<file path="config.mk">
export PLATFORM = sky130hd
export DESIGN_NAME = motion_vector_predictor
export DESIGN_NICKNAME = d
export VERILOG_FILES = /design/src/hw/rtl/mvp_pkg.sv /design/src/hw/rtl/mvp_store.sv /design/src/hw/rtl/mvp_locate.sv /design/src/hw/rtl/mvp_select.sv /design/src/hw/rtl/motion_vector_predictor.sv
export SDC_FILE = /design/constraint.sdc
export NUM_CORES = 2
export LEC_CHECK = 0
export ABC_CLOCK_PERIOD_IN_PS = 10500
export BUFFER_PORTS_ARGS = -buffer_cell sky130_fd_sc_hd__buf_2
export CAP_MARGIN = 20
export CORE_MARGIN = 8
export CORE_UTILIZATION = 64
export CTS_CLUSTER_DIAMETER = 80
export CTS_CLUSTER_SIZE = 30
export DETAILED_ROUTE_END_ITERATION = 6
export GPL_ROUTABILITY_DRIVEN = 0
export HOLD_SLACK_MARGIN = 0.02
export PLACE_DENSITY = 0.79
export SETUP_SLACK_MARGIN = 0.15
export SYNTH_ARGS = -nofsm -noshare
export SYNTH_HDL_FRONTEND = slang
export SYNTH_HIERARCHICAL = 1
export SYNTH_SLANG_ARGS = --single-unit
</file>
<file path="constraint.sdc">
create_clock -name clk -period 10.5 [get_ports clk]
set_clock_uncertainty 0.1 [all_clocks]
set_input_delay 1.05 -clock clk [delete_from_list [all_inputs] [get_ports clk]]
set_output_delay 1.05 -clock clk [all_outputs]
set_load 0.005 [all_outputs]
</file>
<file path="src/hw/rtl/mvp_pkg.sv">
// ----------------------------------------------------------------------------
// mvp_pkg: shared definitions for the motion vector predictor
// Slot map, operating modes, scan order table, sequencer states and the
// structs passed between the neighbor locator, the store and the select unit.
// ----------------------------------------------------------------------------
package mvp_pkg;

  localparam int MV_WIDTH_DEF = 14;
  localparam int REF_W        = 6;
  localparam int SLOT_W       = 5;
  localparam int NUM_SLOTS    = 26;
  localparam int NUM_LISTS    = 2;
  localparam int STORE_DEPTH  = NUM_LISTS * NUM_SLOTS;
  localparam int STORE_AW     = $clog2(STORE_DEPTH);
  localparam int NUM_NBR      = 4;

  // Operating modes of an input transaction.
  localparam logic [1:0] MODE_WRITE = 2'd0;
  localparam logic [1:0] MODE_PRED  = 2'd1;
  localparam logic [1:0] MODE_SKIP  = 2'd2;

  // Store slots outside the current macroblock.
  localparam logic [SLOT_W-1:0] SLOT_LEFT     = 5'd16;
  localparam logic [SLOT_W-1:0] SLOT_TOP      = 5'd20;
  localparam logic [SLOT_W-1:0] SLOT_TOPRIGHT = 5'd24;
  localparam logic [SLOT_W-1:0] SLOT_TOPLEFT  = 5'd25;

  // Neighbor positions in the capture registers.
  localparam int NBR_A = 0;
  localparam int NBR_B = 1;
  localparam int NBR_C = 2;
  localparam int NBR_D = 3;

  // Z-scan rank of each 4x4 block, indexed by raster position.
  localparam logic [3:0] Z_ORDER [16] = '{
    4'd0, 4'd1, 4'd4, 4'd5, 4'd2, 4'd3, 4'd6, 4'd7,
    4'd8, 4'd9, 4'd12, 4'd13, 4'd10, 4'd11, 4'd14, 4'd15
  };

  // Where a neighbor lives and, inside the current macroblock, whether it exists.
  typedef struct packed {
    logic              in_store;
    logic              exists_cur;
    logic [SLOT_W-1:0] slot;
  } nbr_loc_t;

  // Control for the select unit.
  typedef struct packed {
    logic       skip;
    logic       x4_zero;
    logic       y4_zero;
    logic       wide_half;
    logic       tall_half;
    logic [4:0] tref;
    logic       comp_y;
  } sel_ctl_t;

  typedef enum logic [2:0] {
    ST_IDLE,
    ST_RD_AB,
    ST_RD_CD,
    ST_CAP,
    ST_CALC_X,
    ST_CALC_Y,
    ST_DONE
  } mvp_state_t;

  typedef enum logic [2:0] {
    PICK_A,
    PICK_B,
    PICK_C,
    PICK_MEDIAN,
    PICK_ZERO
  } pick_t;

endpackage

</file>
<file path="src/hw/rtl/mvp_store.sv">
// ----------------------------------------------------------------------------
// mvp_store: neighbor entry store
// One write port and two registered read ports over both reference lists.
// Per-entry valid bits make entries never written read as the reset value.
// ----------------------------------------------------------------------------
module mvp_store
  import mvp_pkg::*;
#(
  parameter int MV_WIDTH = MV_WIDTH_DEF
) (
  input  logic                       clk,
  input  logic                       rst,
  input  logic                       wr_en,
  input  logic [STORE_AW-1:0]        wr_addr,
  input  logic                       wr_avail,
  input  logic signed [REF_W-1:0]    wr_ref,
  input  logic signed [MV_WIDTH-1:0] wr_mvx,
  input  logic signed [MV_WIDTH-1:0] wr_mvy,
  input  logic [STORE_AW-1:0]        rd_addr  [2],
  output logic                       rd_avail [2],
  output logic signed [REF_W-1:0]    rd_ref   [2],
  output logic signed [MV_WIDTH-1:0] rd_mvx   [2],
  output logic signed [MV_WIDTH-1:0] rd_mvy   [2]
);

  localparam int ENTRY_W = 1 + REF_W + 2 * MV_WIDTH;

  logic [ENTRY_W-1:0]     mem [STORE_DEPTH];
  logic [STORE_DEPTH-1:0] vld;
  logic [ENTRY_W-1:0]     rd_data [2];
  logic                   rd_vld  [2];

  always_ff @(posedge clk) begin
    if (wr_en) begin
      mem[wr_addr] <= {wr_avail, wr_ref, wr_mvx, wr_mvy};
    end
    for (int p = 0; p < 2; p++) begin
      rd_data[p] <= mem[rd_addr[p]];
    end
  end

  always_ff @(posedge clk) begin
    if (rst) begin
      vld <= '0;
      for (int p = 0; p < 2; p++) begin
        rd_vld[p] <= 1'b0;
      end
    end else begin
      if (wr_en) begin
        vld[wr_addr] <= 1'b1;
      end
      for (int p = 0; p < 2; p++) begin
        rd_vld[p] <= vld[rd_addr[p]];
      end
    end
  end

  always_comb begin
    for (int p = 0; p < 2; p++) begin
      if (rd_vld[p]) begin
        {rd_avail[p], rd_ref[p], rd_mvx[p], rd_mvy[p]} = rd_data[p];
      end else begin
        rd_avail[p] = 1'b0;
        rd_ref[p]   = '0;
        rd_mvx[p]   = '0;
        rd_mvy[p]   = '0;
      end
    end
  end

endmodule

</file>
<file path="src/hw/rtl/mvp_locate.sv">
// ----------------------------------------------------------------------------
// mvp_locate: neighbor locator
// Maps a partition's top-left block and width to the slots of neighbors
// A, B, C and D, and decides existence inside the current macroblock.
// ----------------------------------------------------------------------------
module mvp_locate
  import mvp_pkg::*;
(
  input  logic [3:0] blk,
  input  logic [2:0] width,
  output nbr_loc_t   loc [NUM_NBR]
);

  logic [1:0] x4;
  logic [1:0] y4;
  logic [1:0] xm1;
  logic [1:0] ym1;
  logic [3:0] xc;

  function automatic nbr_loc_t store_loc(logic [SLOT_W-1:0] s);
    nbr_loc_t l;
    l.in_store   = 1'b1;
    l.exists_cur = 1'b0;
    l.slot       = s;
    return l;
  endfunction

  // A block of the current macroblock exists only if it comes earlier in Z-scan.
  function automatic nbr_loc_t cur_loc(logic [3:0] s, logic [3:0] cur);
    nbr_loc_t l;
    l.in_store   = 1'b0;
    l.exists_cur = (Z_ORDER[s] < Z_ORDER[cur]);
    l.slot       = {1'b0, s};
    return l;
  endfunction

  always_comb begin
    x4  = blk[1:0];
    y4  = blk[3:2];
    xm1 = x4 - 2'd1;
    ym1 = y4 - 2'd1;
    xc  = {2'b00, x4} + {1'b0, width};

    if (x4 == 2'd0) begin
      loc[NBR_A] = store_loc(SLOT_LEFT + {3'b000, y4});
    end else begin
      loc[NBR_A] = cur_loc({y4, xm1}, blk);
    end

    if (y4 == 2'd0) begin
      loc[NBR_B] = store_loc(SLOT_TOP + {3'b000, x4});
    end else begin
      loc[NBR_B] = cur_loc({ym1, x4}, blk);
    end

    if (y4 == 2'd0) begin
      if (xc > 4'd3) begin
        loc[NBR_C] = store_loc(SLOT_TOPRIGHT);
      end else begin
        loc[NBR_C] = store_loc(SLOT_TOP + {3'b000, xc[1:0]});
      end
    end else if (xc > 4'd3) begin
      loc[NBR_C] = '0;
    end else begin
      loc[NBR_C] = cur_loc({ym1, xc[1:0]}, blk);
    end

    if (x4 == 2'd0 && y4 == 2'd0) begin
      loc[NBR_D] = store_loc(SLOT_TOPLEFT);
    end else if (x4 == 2'd0) begin
      loc[NBR_D] = store_loc(SLOT_LEFT + {3'b000, ym1});
    end else if (y4 == 2'd0) begin
      loc[NBR_D] = store_loc(SLOT_TOP + {3'b000, xm1});
    end else begin
      loc[NBR_D] = cur_loc({ym1, xm1}, blk);
    end
  end

endmodule

</file>
<file path="src/hw/rtl/mvp_select.sv">
// ----------------------------------------------------------------------------
// mvp_select: shared select and median unit
// Chooses among the neighbor rules and produces one vector component per
// use; the sequencer runs it once for x and once for y.
// ----------------------------------------------------------------------------
module mvp_select
  import mvp_pkg::*;
#(
  parameter int MV_WIDTH = MV_WIDTH_DEF
) (
  input  sel_ctl_t                   ctl,
  input  logic                       nb_ex  [NUM_NBR],
  input  logic signed [REF_W-1:0]    nb_ref [NUM_NBR],
  input  logic signed [MV_WIDTH-1:0] nb_mvx [NUM_NBR],
  input  logic signed [MV_WIDTH-1:0] nb_mvy [NUM_NBR],
  output logic signed [MV_WIDTH-1:0] res
);

  logic                       ea, eb, ec, use_c;
  logic signed [REF_W-1:0]    ra, rb, rc, tref6;
  logic signed [MV_WIDTH-1:0] ma, mb, mc;
  logic signed [MV_WIDTH-1:0] lo_ab, hi_ab, mid_t, med;
  logic                       hit_a, hit_b, hit_c, one_hit;
  logic                       zero_a, zero_b;
  pick_t                      pick;

  always_comb begin
    ea    = nb_ex[NBR_A];
    eb    = nb_ex[NBR_B];
    use_c = nb_ex[NBR_C];
    ec    = nb_ex[NBR_C] | nb_ex[NBR_D];
    ra    = nb_ref[NBR_A];
    rb    = nb_ref[NBR_B];
    rc    = use_c ? nb_ref[NBR_C] : nb_ref[NBR_D];
    if (ctl.comp_y) begin
      ma = nb_mvy[NBR_A];
      mb = nb_mvy[NBR_B];
      mc = use_c ? nb_mvy[NBR_C] : nb_mvy[NBR_D];
    end else begin
      ma = nb_mvx[NBR_A];
      mb = nb_mvx[NBR_B];
      mc = use_c ? nb_mvx[NBR_C] : nb_mvx[NBR_D];
    end

    // Only A available: it stands in for B and C as well.
    if (!eb && !ec && ea) begin
      rb = ra;
      rc = ra;
      mb = ma;
      mc = ma;
    end

    tref6   = {1'b0, ctl.tref};
    hit_a   = (ra == tref6);
    hit_b   = (rb == tref6);
    hit_c   = (rc == tref6);
    one_hit = (hit_a & ~hit_b & ~hit_c) | (~hit_a & hit_b & ~hit_c)
            | (~hit_a & ~hit_b & hit_c);

    zero_a = (nb_ref[NBR_A] == '0) && (nb_mvx[NBR_A] == '0) && (nb_mvy[NBR_A] == '0);
    zero_b = (nb_ref[NBR_B] == '0) && (nb_mvx[NBR_B] == '0) && (nb_mvy[NBR_B] == '0);

    if (ctl.skip && (!ea || !eb || zero_a || zero_b)) begin
      pick = PICK_ZERO;
    end else if (ctl.wide_half && ctl.y4_zero && hit_b) begin
      pick = PICK_B;
    end else if (ctl.wide_half && !ctl.y4_zero && hit_a) begin
      pick = PICK_A;
    end else if (ctl.tall_half && ctl.x4_zero && hit_a) begin
      pick = PICK_A;
    end else if (ctl.tall_half && !ctl.x4_zero && hit_c) begin
      pick = PICK_C;
    end else if (one_hit) begin
      pick = hit_a ? PICK_A : (hit_b ? PICK_B : PICK_C);
    end else begin
      pick = PICK_MEDIAN;
    end

    // median = max(min(a, b), min(max(a, b), c))
    lo_ab = (ma < mb) ? ma : mb;
    hi_ab = (ma < mb) ? mb : ma;
    mid_t = (hi_ab < mc) ? hi_ab : mc;
    med   = (lo_ab > mid_t) ? lo_ab : mid_t;

    case (pick)
      PICK_A:      res = ma;
      PICK_B:      res = mb;
      PICK_C:      res = mc;
      PICK_MEDIAN: res = med;
      PICK_ZERO:   res = '0;
      default:     res = '0;
    endcase
  end

endmodule

</file>
<file path="src/hw/rtl/motion_vector_predictor.sv">
// ----------------------------------------------------------------------------
// motion_vector_predictor: H.264 motion vector predictor with neighbor store
//
//   Channel | Direction | Handshake              | Payload
//   in      | input     | in_valid / in_ready    | mode, ref_list, slot, entry_*,
//           |           |                        | partition_block, part_*, target_ref
//   out     | output    | out_valid / out_ready  | pred_mvx, pred_mvy
//
// A write transaction is accepted in ST_IDLE and leaves in_ready high.
// A predict or skip transaction, after the accepting edge, runs through the states:
// store reads over the dual-port store (ST_RD_AB for A/B, then ST_RD_CD for
// C/D), a capture state (ST_CAP), and two passes of the shared select unit
// (ST_CALC_X for x, then ST_CALC_Y for y). Its result is offered once the
// output register is free, from ST_CALC_Y or ST_DONE, and in_ready returns with it.
// A result waits in the output register; the next transaction is accepted
// meanwhile, and a new result waits in the sequencer until the register frees.
// Synchronous reset clears the sequencer, the output valid and the store's
// valid bits, so every store entry reads as unavailable right after reset.
// ----------------------------------------------------------------------------
module motion_vector_predictor
  import mvp_pkg::*;
#(
  parameter int MV_WIDTH = MV_WIDTH_DEF
) (
  input  logic                       clk,
  input  logic                       rst,
  input  logic                       in_valid,
  output logic                       in_ready,
  input  logic [1:0]                 mode,
  input  logic                       ref_list,
  input  logic [SLOT_W-1:0]          slot,
  input  logic                       entry_avail,
  input  logic signed [REF_W-1:0]    entry_ref,
  input  logic signed [MV_WIDTH-1:0] entry_mvx,
  input  logic signed [MV_WIDTH-1:0] entry_mvy,
  input  logic [3:0]                 partition_block,
  input  logic [2:0]                 part_width,
  input  logic [2:0]                 part_height,
  input  logic [4:0]                 target_ref,
  output logic                       out_valid,
  input  logic                       out_ready,
  output logic signed [MV_WIDTH-1:0] pred_mvx,
  output logic signed [MV_WIDTH-1:0] pred_mvy
);

  mvp_state_t state, state_next;

  logic       item_list;
  logic [3:0] item_blk;
  logic [2:0] item_w;
  logic [2:0] item_h;
  logic [4:0] item_tref;
  logic       item_skip;

  logic                       nb_ex  [NUM_NBR];
  logic signed [REF_W-1:0]    nb_ref [NUM_NBR];
  logic signed [MV_WIDTH-1:0] nb_mvx [NUM_NBR];
  logic signed [MV_WIDTH-1:0] nb_mvy [NUM_NBR];
  logic signed [MV_WIDTH-1:0] res_x;
  logic signed [MV_WIDTH-1:0] res_y;

  logic                       accept, start, wr_en, out_free;
  logic [STORE_AW-1:0]        wr_addr;
  logic [STORE_AW-1:0]        rd_addr  [2];
  logic                       rd_avail [2];
  logic signed [REF_W-1:0]    rd_ref   [2];
  logic signed [MV_WIDTH-1:0] rd_mvx   [2];
  logic signed [MV_WIDTH-1:0] rd_mvy   [2];
  nbr_loc_t                   loc      [NUM_NBR];
  nbr_loc_t                   port_loc [2];
  logic                       f_ex     [2];
  logic signed [REF_W-1:0]    f_ref    [2];
  logic signed [MV_WIDTH-1:0] f_mvx    [2];
  logic signed [MV_WIDTH-1:0] f_mvy    [2];
  sel_ctl_t                   ctl;
  logic signed [MV_WIDTH-1:0] sel_res;

  function automatic logic [STORE_AW-1:0] store_addr(logic lst, logic [SLOT_W-1:0] s);
    return STORE_AW'(s) + (lst ? STORE_AW'(NUM_SLOTS) : STORE_AW'(0));
  endfunction

  assign in_ready = (state == ST_IDLE);
  assign accept   = in_valid & in_ready;
  assign start    = accept & ((mode == MODE_PRED) | (mode == MODE_SKIP));
  assign wr_en    = accept & (mode == MODE_WRITE) & (slot < SLOT_W'(NUM_SLOTS));
  assign wr_addr  = store_addr(ref_list, slot);
  assign out_free = ~out_valid | out_ready;

  mvp_locate u_locate (
    .blk   (item_blk),
    .width (item_w),
    .loc   (loc)
  );

  // The first read state fetches A and B, the second C and D.
  always_comb begin
    if (state == ST_RD_AB) begin
      rd_addr[0] = store_addr(item_list, loc[NBR_A].slot);
      rd_addr[1] = store_addr(item_list, loc[NBR_B].slot);
    end else begin
      rd_addr[0] = store_addr(item_list, loc[NBR_C].slot);
      rd_addr[1] = store_addr(item_list, loc[NBR_D].slot);
    end
    if (state == ST_CAP) begin
      port_loc[0] = loc[NBR_C];
      port_loc[1] = loc[NBR_D];
    end else begin
      port_loc[0] = loc[NBR_A];
      port_loc[1] = loc[NBR_B];
    end
  end

  mvp_store #(.MV_WIDTH(MV_WIDTH)) u_store (
    .clk      (clk),
    .rst      (rst),
    .wr_en    (wr_en),
    .wr_addr  (wr_addr),
    .wr_avail (entry_avail),
    .wr_ref   (entry_ref),
    .wr_mvx   (entry_mvx),
    .wr_mvy   (entry_mvy),
    .rd_addr  (rd_addr),
    .rd_avail (rd_avail),
    .rd_ref   (rd_ref),
    .rd_mvx   (rd_mvx),
    .rd_mvy   (rd_mvy)
  );

  // A missing neighbor or one with a negative reference reads as ref -1, zero vector.
  always_comb begin
    for (int p = 0; p < 2; p++) begin
      f_ex[p] = port_loc[p].in_store ? rd_avail[p] : port_loc[p].exists_cur;
      if (!f_ex[p] || rd_ref[p][REF_W-1]) begin
        f_ref[p] = '1;
        f_mvx[p] = '0;
        f_mvy[p] = '0;
      end else begin
        f_ref[p] = rd_ref[p];
        f_mvx[p] = rd_mvx[p];
        f_mvy[p] = rd_mvy[p];
      end
    end
  end

  always_comb begin
    ctl.skip      = item_skip;
    ctl.x4_zero   = (item_blk[1:0] == 2'd0);
    ctl.y4_zero   = (item_blk[3:2] == 2'd0);
    ctl.wide_half = (item_w == 3'd4) && (item_h == 3'd2);
    ctl.tall_half = (item_w == 3'd2) && (item_h == 3'd4);
    ctl.tref      = item_tref;
    ctl.comp_y    = (state == ST_CALC_Y);
  end

  mvp_select #(.MV_WIDTH(MV_WIDTH)) u_select (
    .ctl    (ctl),
    .nb_ex  (nb_ex),
    .nb_ref (nb_ref),
    .nb_mvx (nb_mvx),
    .nb_mvy (nb_mvy),
    .res    (sel_res)
  );

  always_ff @(posedge clk) begin
    if (rst) begin
      state <= ST_IDLE;
    end else begin
      state <= state_next;
    end
  end

  always_comb begin
    state_next = state;
    case (state)
      ST_IDLE:   if (start) state_next = ST_RD_AB;
      ST_RD_AB:  state_next = ST_RD_CD;
      ST_RD_CD:  state_next = ST_CAP;
      ST_CAP:    state_next = ST_CALC_X;
      ST_CALC_X: state_next = ST_CALC_Y;
      ST_CALC_Y: state_next = out_free ? ST_IDLE : ST_DONE;
      ST_DONE:   if (out_free) state_next = ST_IDLE;
      default:   state_next = ST_IDLE;
    endcase
  end

  // Skip always predicts a 16x16 partition on list 0 with reference 0.
  always_ff @(posedge clk) begin
    if (start) begin
      item_skip <= (mode == MODE_SKIP);
      if (mode == MODE_SKIP) begin
        item_list <= 1'b0;
        item_blk  <= 4'd0;
        item_w    <= 3'd4;
        item_h    <= 3'd4;
        item_tref <= 5'd0;
      end else begin
        item_list <= ref_list;
        item_blk  <= partition_block;
        item_w    <= part_width;
        item_h    <= part_height;
        item_tref <= target_ref;
      end
    end
    if (state == ST_RD_CD) begin
      nb_ex[NBR_A]  <= f_ex[0];
      nb_ref[NBR_A] <= f_ref[0];
      nb_mvx[NBR_A] <= f_mvx[0];
      nb_mvy[NBR_A] <= f_mvy[0];
      nb_ex[NBR_B]  <= f_ex[1];
      nb_ref[NBR_B] <= f_ref[1];
      nb_mvx[NBR_B] <= f_mvx[1];
      nb_mvy[NBR_B] <= f_mvy[1];
    end
    if (state == ST_CAP) begin
      nb_ex[NBR_C]  <= f_ex[0];
      nb_ref[NBR_C] <= f_ref[0];
      nb_mvx[NBR_C] <= f_mvx[0];
      nb_mvy[NBR_C] <= f_mvy[0];
      nb_ex[NBR_D]  <= f_ex[1];
      nb_ref[NBR_D] <= f_ref[1];
      nb_mvx[NBR_D] <= f_mvx[1];
      nb_mvy[NBR_D] <= f_mvy[1];
    end
    if (state == ST_CALC_X) begin
      res_x <= sel_res;
    end
    if (state == ST_CALC_Y) begin
      res_y <= sel_res;
    end
    if (state == ST_CALC_Y && out_free) begin
      pred_mvx <= res_x;
      pred_mvy <= sel_res;
    end else if (state == ST_DONE && out_free) begin
      pred_mvx <= res_x;
      pred_mvy <= res_y;
    end
  end

  always_ff @(posedge clk) begin
    if (rst) begin
      out_valid <= 1'b0;
    end else if ((state == ST_CALC_Y || state == ST_DONE) && out_free) begin
      out_valid <= 1'b1;
    end else if (out_ready) begin
      out_valid <= 1'b0;
    end
  end

  a_result_source: assert property (@(posedge clk) disable iff (rst)
    $rose(out_valid) |-> ($past(state) == ST_CALC_Y || $past(state) == ST_DONE))
    else $error("output valid rose outside the result states");

  a_pred_latency: assert property (@(posedge clk) disable iff (rst)
    start |=> (state == ST_RD_AB) ##5 (state == ST_IDLE || state == ST_DONE))
    else $error("prediction sequence did not finish on schedule");

  a_done_waits: assert property (@(posedge clk) disable iff (rst)
    (state == ST_DONE) |-> out_valid)
    else $error("result held back while the output register is empty");

  a_done_release: assert property (@(posedge clk) disable iff (rst)
    (state == ST_DONE && out_free) |=> (state == ST_IDLE && out_valid))
    else $error("held result was not handed to the output register");

endmodule
</file>
# Word level (Yosys, flattened, before mapping)
# Memory sizes are Yosys's and may differ from the RTL's.
# Index checks and enable logic that the tools add are counted.
# W data, S select, Z words.
[word_totals] register_bits=269 ram_bits=1892 rom_bits=320 inputBits=62 output_inout_bits=30 wordCells=248 mem_count=8
[op_classes] n_addsub=13 order_cmp=18 n_eq_ne=20 muxes=84 n_bitwise=27 n_reduce_logical=49
[memory_table] name="u_store.mem" depth=52 width=35 rd=2 rd_clocked_by_memory_dff=0 write_ports=1 line_no="mvp_store.sv:28" source="logic [ENTRY_W-1:0] mem [STORE_DEPTH];"
[memory_table] name="u_store.rd_data" depth=2 width=35 rd=2 rd_clocked_by_memory_dff=0 write_ports=2 line_no="mvp_store.sv:30" source="logic [ENTRY_W-1:0] rd_data [2];"
[memory_table] name="(name not given)" depth=16 width=4 rd=1 rd_clocked_by_memory_dff=0 write_ports=0 line_no="mvp_locate.sv:32" source="l.exists_cur = (Z_ORDER[s] < Z_ORDER[cur]);"
[memory_table] name="(name not given)" depth=16 width=4 rd=1 rd_clocked_by_memory_dff=0 write_ports=0 line_no="mvp_locate.sv:32"
[memory_table] name="(name not given)" depth=16 width=4 rd=1 rd_clocked_by_memory_dff=0 write_ports=0 line_no="mvp_locate.sv:32"
[memory_table] name="(name not given)" depth=16 width=4 rd=1 rd_clocked_by_memory_dff=0 write_ports=0 line_no="mvp_locate.sv:32"
[memory_table] name="+2 memories"
[ops] cell="$mux W14" n=24
[ops] cell="$logic_not A14 Y1" n=4
[ops] cell="$pmux W14 S4" n=1
[ops] cell="$or A52 B52 Y52" n=1
[ops] cell="$mux W6" n=8
[ops] cell="$mux W7" n=6
[ops] cell="$mux W4" n=10
[ops] cell="$mux W3" n=10
[ops] cell="$lt A14 B14 Y1" n=2
[ops] cell="$add A5 B2 Y5 const A" n=5
[ops] cell="$ge A5 B5 Y1 const B" n=5
[ops] cell="$not A4 Y5" n=5
[ops] cell="$logic_and A1 B1 Y1" n=22
[ops] cell="$lt A6 B7 Y1 const B" n=3
[ops] cell="$pmux W3 S7" n=1
[ops] cell="$add A5 B6 Y6" n=3
[ops] cell="$eq A3 B2 Y1 const B" n=6
[ops] cell="$eq A6 B6 Y1" n=3
[ops] cell="$lt A4 B4 Y1" n=4
[ops] cell="$mux W1" n=16
[ops] cell="$eq A3 B3 Y1 const B" n=5
[ops] cell="$mux W5" n=3
[ops] cell="$gt A14 B14 Y1" n=1
[ops] cell="$add A5 B5 Y6" n=2
[ops] cell="24 further kinds" n=61

# Depth between registers and ports, before layout
[logic_depth] ltp_word=20 ltp_mapped=42 depth_no_buf=35

# Hierarchy
# Netlist, hierarchy kept.
[by_module_without_submodules] module="mvp_store" instances=1 cells_each=4445 area_each_um2=88479.9 seq_area_each_um2=57134.8
[by_module_without_submodules] module="motion_vector_predictor" instances=1 cells_each=436 area_each_um2=8150.3 seq_area_each_um2=6476.2
[by_module_without_submodules] module="mvp_select" instances=1 cells_each=525 area_each_um2=3911.3 seq_area_each_um2=0.0
[by_module_without_submodules] module="mvp_locate" instances=1 cells_each=49 area_each_um2=347.8 seq_area_each_um2=0.0

# Worst setup path after synthesis
# No wires, ideal clock.
[synth_timing] path_type="register -> register" startpoint="reg state[1]" endpoint="reg pred_mvy[7] (data pin)" arrival_ps=9230 setup_slack_ps=908 path_stages_with_launch=40 path_buffers=7 synth_period_minus_slack_ps=9592 path_cell_list="dfxtp_1 > and3b_1 > buf_2 > buf_2 > buf_2 > buf_2 > buf_1 > mux2_2 > a21oi_1 > ha_1 > and4_1 > a21oi_1 > o211a_1 > nand3_1 > a21oi_2 > xnor2_1 > buf_2 > nand2_1 > (+4 left out) > o21ba_2 > o31ai_1 > or3b_2 > o32ai_1 > buf_4 > mux2i_1 > ha_1 > nor2b_1 > o21a_1 > o21a_1 > o21ai_0 > a21oi_1 > o31ai_1 > nand2_1 > or4_1 > o211ai_1 > o21ai_1 > mux2_1"
[synth_rtl] element="start, declared" line_no="motion_vector_predictor.sv:46" source="mvp_state_t state, state_next;"
[synth_rtl] element="start signal, assigned" line_no="motion_vector_predictor.sv:168" source="state <= state_next;"
[synth_rtl] element="end signal, assigned" line_no="motion_vector_predictor.sv:232" source="pred_mvy <= sel_res;"
[synth_rtl] element="end signal, assigned" line_no="motion_vector_predictor.sv:235" source="pred_mvy <= res_y;"
[synth_rtl] element="end, declared" line_no="motion_vector_predictor.sv:43" source="output logic signed [MV_WIDTH-1:0] pred_mvy"

==> metrics.md <==
| Metric | Value |
|---|---|
| Status | `completed` |
| Final #Nets | `5507` |
| Most Frequent Cell on Critical Path | `a21oi_1` |
| H-tree Lvls | `3` |
| RSZ-0062 raised after global routing | `false` |
| DRT Pass-1 Iters | `6` |
| Post-CTS Setup Inserts | `0` |
| CP arrival | `10390 ps` |
| Endpoints failing hold | `0` |
| Vias in the first global route | `a little under 60000` |
| Global Route Usage Sum | `0.350` |
| Syn Inst Count | `between 5000 and 6000` |
| Hold crit path type | `reg2reg` |
| Clock power share | `0.232` |
| Syn Nets | `5578` |
| Post-synthesis sequential area ratio | `0.631` |
| CP max stage delay | `630 ps` |
| DRT Wirelength | `300 mm` |
| Max-Cap Viols | `0` |
| Most used DFF post-synth | `edfxtp_1` |
| Ys Warns | `6` |
| Worst Path Buf+Inv | `1` |
| Via Count | `59000` |
| TNS Setup | `0 ps` |
| CP Capture Type | `flip-flop` |
| Number of synthesized register bits | `2161` |
| Area growth, synth to finish | `6.07%` |
| Die Wd | `between 400 and 500 um` |
| CTS Buf Count | `99` |
| Vias per cell | `7.83` |
| Largest net degree at the start of global routing | `112` |
| FP Rows | `approximately 150` |
| Final global-route overflow total | `0` |
| Cell family with most CP delay | `compound AO/OA/AOI/OAI gates` |
| Clk sink count | `roughly 2200` |
| Required @ worst endpoint | `between 10000 and 15000 ps` |
| Pwr dens | `195 nW/um2` |
| Full die area | `171000 um2` |
| Share of layout cells above drive strength 1 | `0.284` |
| Core area | `156000 um2` |
| Worst-Skew Late Latency | `800 ps` |
| Initial antenna violation count | `29` |
| Worst-path clk slew | `110 ps` |
| Sw power | `6.74 mW` |
| Critical path class | `reg2reg` |
| Root buffer cell | `clkbuf_16` |
| Power share of the combinational group | `0.296` |
| Clock buffer depth | `3` |
| Startpoint Class | `flip-flop` |
| Non-filler cells, final | `approximately 7500` |
| # IOs | `92` |
| Max-slew violations | `0` |
| CTS tree | `built` |
| Worst VDD drop | `0.168 mV` |
| First-pass GRT wire length | `approximately 420 mm` |
| WHS | `about 320 ps` |
| Avg Inst Size Synth | `18.5 um2` |
| Sw Share | `0.324` |
| CP max-delay cell | `dfxtp_1` |
| Lkg Pwr | `33.7 nW` |
| Min Tclk post-route | `roughly 10000 ps` |
| Initial core utilization | `0.645` |
| Chip height | `slightly above 400 um` |
| Mapped cell area | `101000 um2` |
| Port bufs | `91` |
| Hpwl dp | `about 180 mm` |
| Fin util | `0.684` |
| FFs w/ async S/R, synth | `0` |
| Post-synth EDFFs | `between 2000 and 2500` |
| Slew margin rel. | `0.158` |
| Iteration-0 DRC Markers | `10000` |
| Final antenna-violating net count | `0` |
| Worst Path Max Fanout | `36` |
| Least-Margin Pin Slew | `1260 ps` |
| Crit share post-route | `0.947` |
| # DRC | `0` |
| Fmax | `between 100 and 150 MHz` |
| Final setup viols | `0` |
| Sequential share of power | `0.473` |
| P_int | `14.1 mW` |
| Avg WL per Cell | `between 30 and 40 um` |
| Synth cell types | `85` |
| Inst Count DP | `7339` |
[what timing repair did]
action	4_1_cts	5_1_grt
resized for setup	0	4
setup endpoints to repair	0	42
hold buffers	0	0
[placed cells by master, fill, tap and decap left out, types with 16 or more instances in the layout]
cell type  count
dfxtp_1      127
o21ai_0       47
o221ai_1      76
nand2_1      184
mux2i_1      309
clkbuf_16     99
nor3_1        29
nor3b_1       58
buf_4        126
nand2b_1      20
a221oi_1      63
inv_1         41
mux2_2       114
a211oi_1      55
and2_1       106
o21a_1        36
nand3_1       19
nor2b_1       48
o211ai_1      16
nor2_4        50
o22ai_1       38
ha_1          58
buf_2         92
nor4_1        17
nor2_1       174
clkbuf_1      20
a21o_1        17
a21oi_1      121
edfxtp_1    2033
mux4_2       934
[cell type report]
type | count | area, um2
flip-flops and latches | 2161 | 63600
fillers | 9669 | 49400
multi-input cells | 2845 | 35600
clock buffers | 121 | 2580
well taps | 2058 | 2570
repair buffers | 231 | 1660
clock inverters | 62 | 790
inverters | 46 | 180
diodes | 14 | 35.0
[routing by layer]
layer | wire length, um | vias to the layer above | track usage
li1 | - | 22700 | -
met1 | 100000 | 30400 | 0.469
met2 | 136000 | 4847 | 0.529
met3 | 46600 | 973 | 0.117
met4 | 17800 | 10 | 0.156
met5 | 67 | - | 0
[power by group through the flow]
stage | sequential (mW) | clock, mW | combinational, mW
global route | 9.84 | 5.11 | 6.36
detailed placement | 10.0 | 0 | 5.97
CTS | 9.83 | 4.85 | 5.99
global placement | 10.0 | 0 | 5.90
finish | 9.85 | 4.82 | 6.17
floorplan | 9.89 | 0 | 4.12
[metrics by stage]
stage | setup WS, ps | power (mW) | cell area (um2)
floorplan | 908 | 14.0 | 101000
global placement | 507 | 15.9 | 104000
detailed placement | 308 | 16.0 | 104000
CTS | 237 | 20.7 | 107000
global route | 163 | 21.3 | 107000
finish | 554 | 20.8 | 107000
[kinds of logic after synthesis]
logic type / synth area share
fa+ha+maj: 0.00764
simple gates: 0.0397
compound gates: 0.0434
flops: 0.631
xor+xnor: 0.00226
buf+inv: 0.0229
mux: 0.254
[state kept, by name, indices dropped and copies added (netlist names)]
| name | flops |
|---|---|
| out_valid | 1 |
| item_list | 1 |
| pred_mvy | 14 |
| item_skip | 1 |
| item_h | 3 |
| nb_mvy | 56 |
| u_store/vld | 52 |
| item_blk | 4 |
| res_x | 14 |
| nb_ref | 24 |
| item_tref | 5 |
| res_y | 14 |
| u_store/mem | 1820 |
| u_store/rd_data | 70 |
| nb_ex | 4 |
| u_store/rd_vld | 2 |
| pred_mvx | 14 |
| nb_mvx | 56 |
| item_w | 3 |
| state | 3 |
[Yosys cell counts (all sizes together) (13+ instances only)]
library cell,count,area (um2)
a211oi,55,413
a21boi,13,97.6
a21o,17,128
a21oi,125,637
a221o,15,150
a221oi,71,672
a2bb2oi,14,123
and2,108,676
buf,247,1550
clkbuf,156,586
dfxtp,128,2560
edfxtp,2033,61000
ha,60,751
inv,44,165
mux2,128,1440
mux2i,310,3100
mux4,934,21000
nand2,184,691
nand2b,21,131
nand3,20,100
nor2,226,853
nor2b,48,300
nor3,34,175
nor3b,61,463
nor4,18,128
o211ai,16,120
o21a,36,270
o21ai,59,295
o221ai,76,666
o22ai,38,238
or3,13,81.3
xnor2,14,123
[path summary, 6_finish.rpt]
| path | depth (start not counted) | end | startpoint | slack (ps) |
|---|---|---|---|---|
| worst max-delay path | 34 | pred_mvy[7] | state[2] | 550 |
| worst min-delay path | 0 | pred_mvx[10] | res_x[10] | 320 |
| worst max register to register | 34 | pred_mvy[7] | state[2] | 550 |
| worst min register to register | 0 | pred_mvx[10] | res_x[10] | 320 |
No activity file was read; power rests on OpenSTA's default activity.
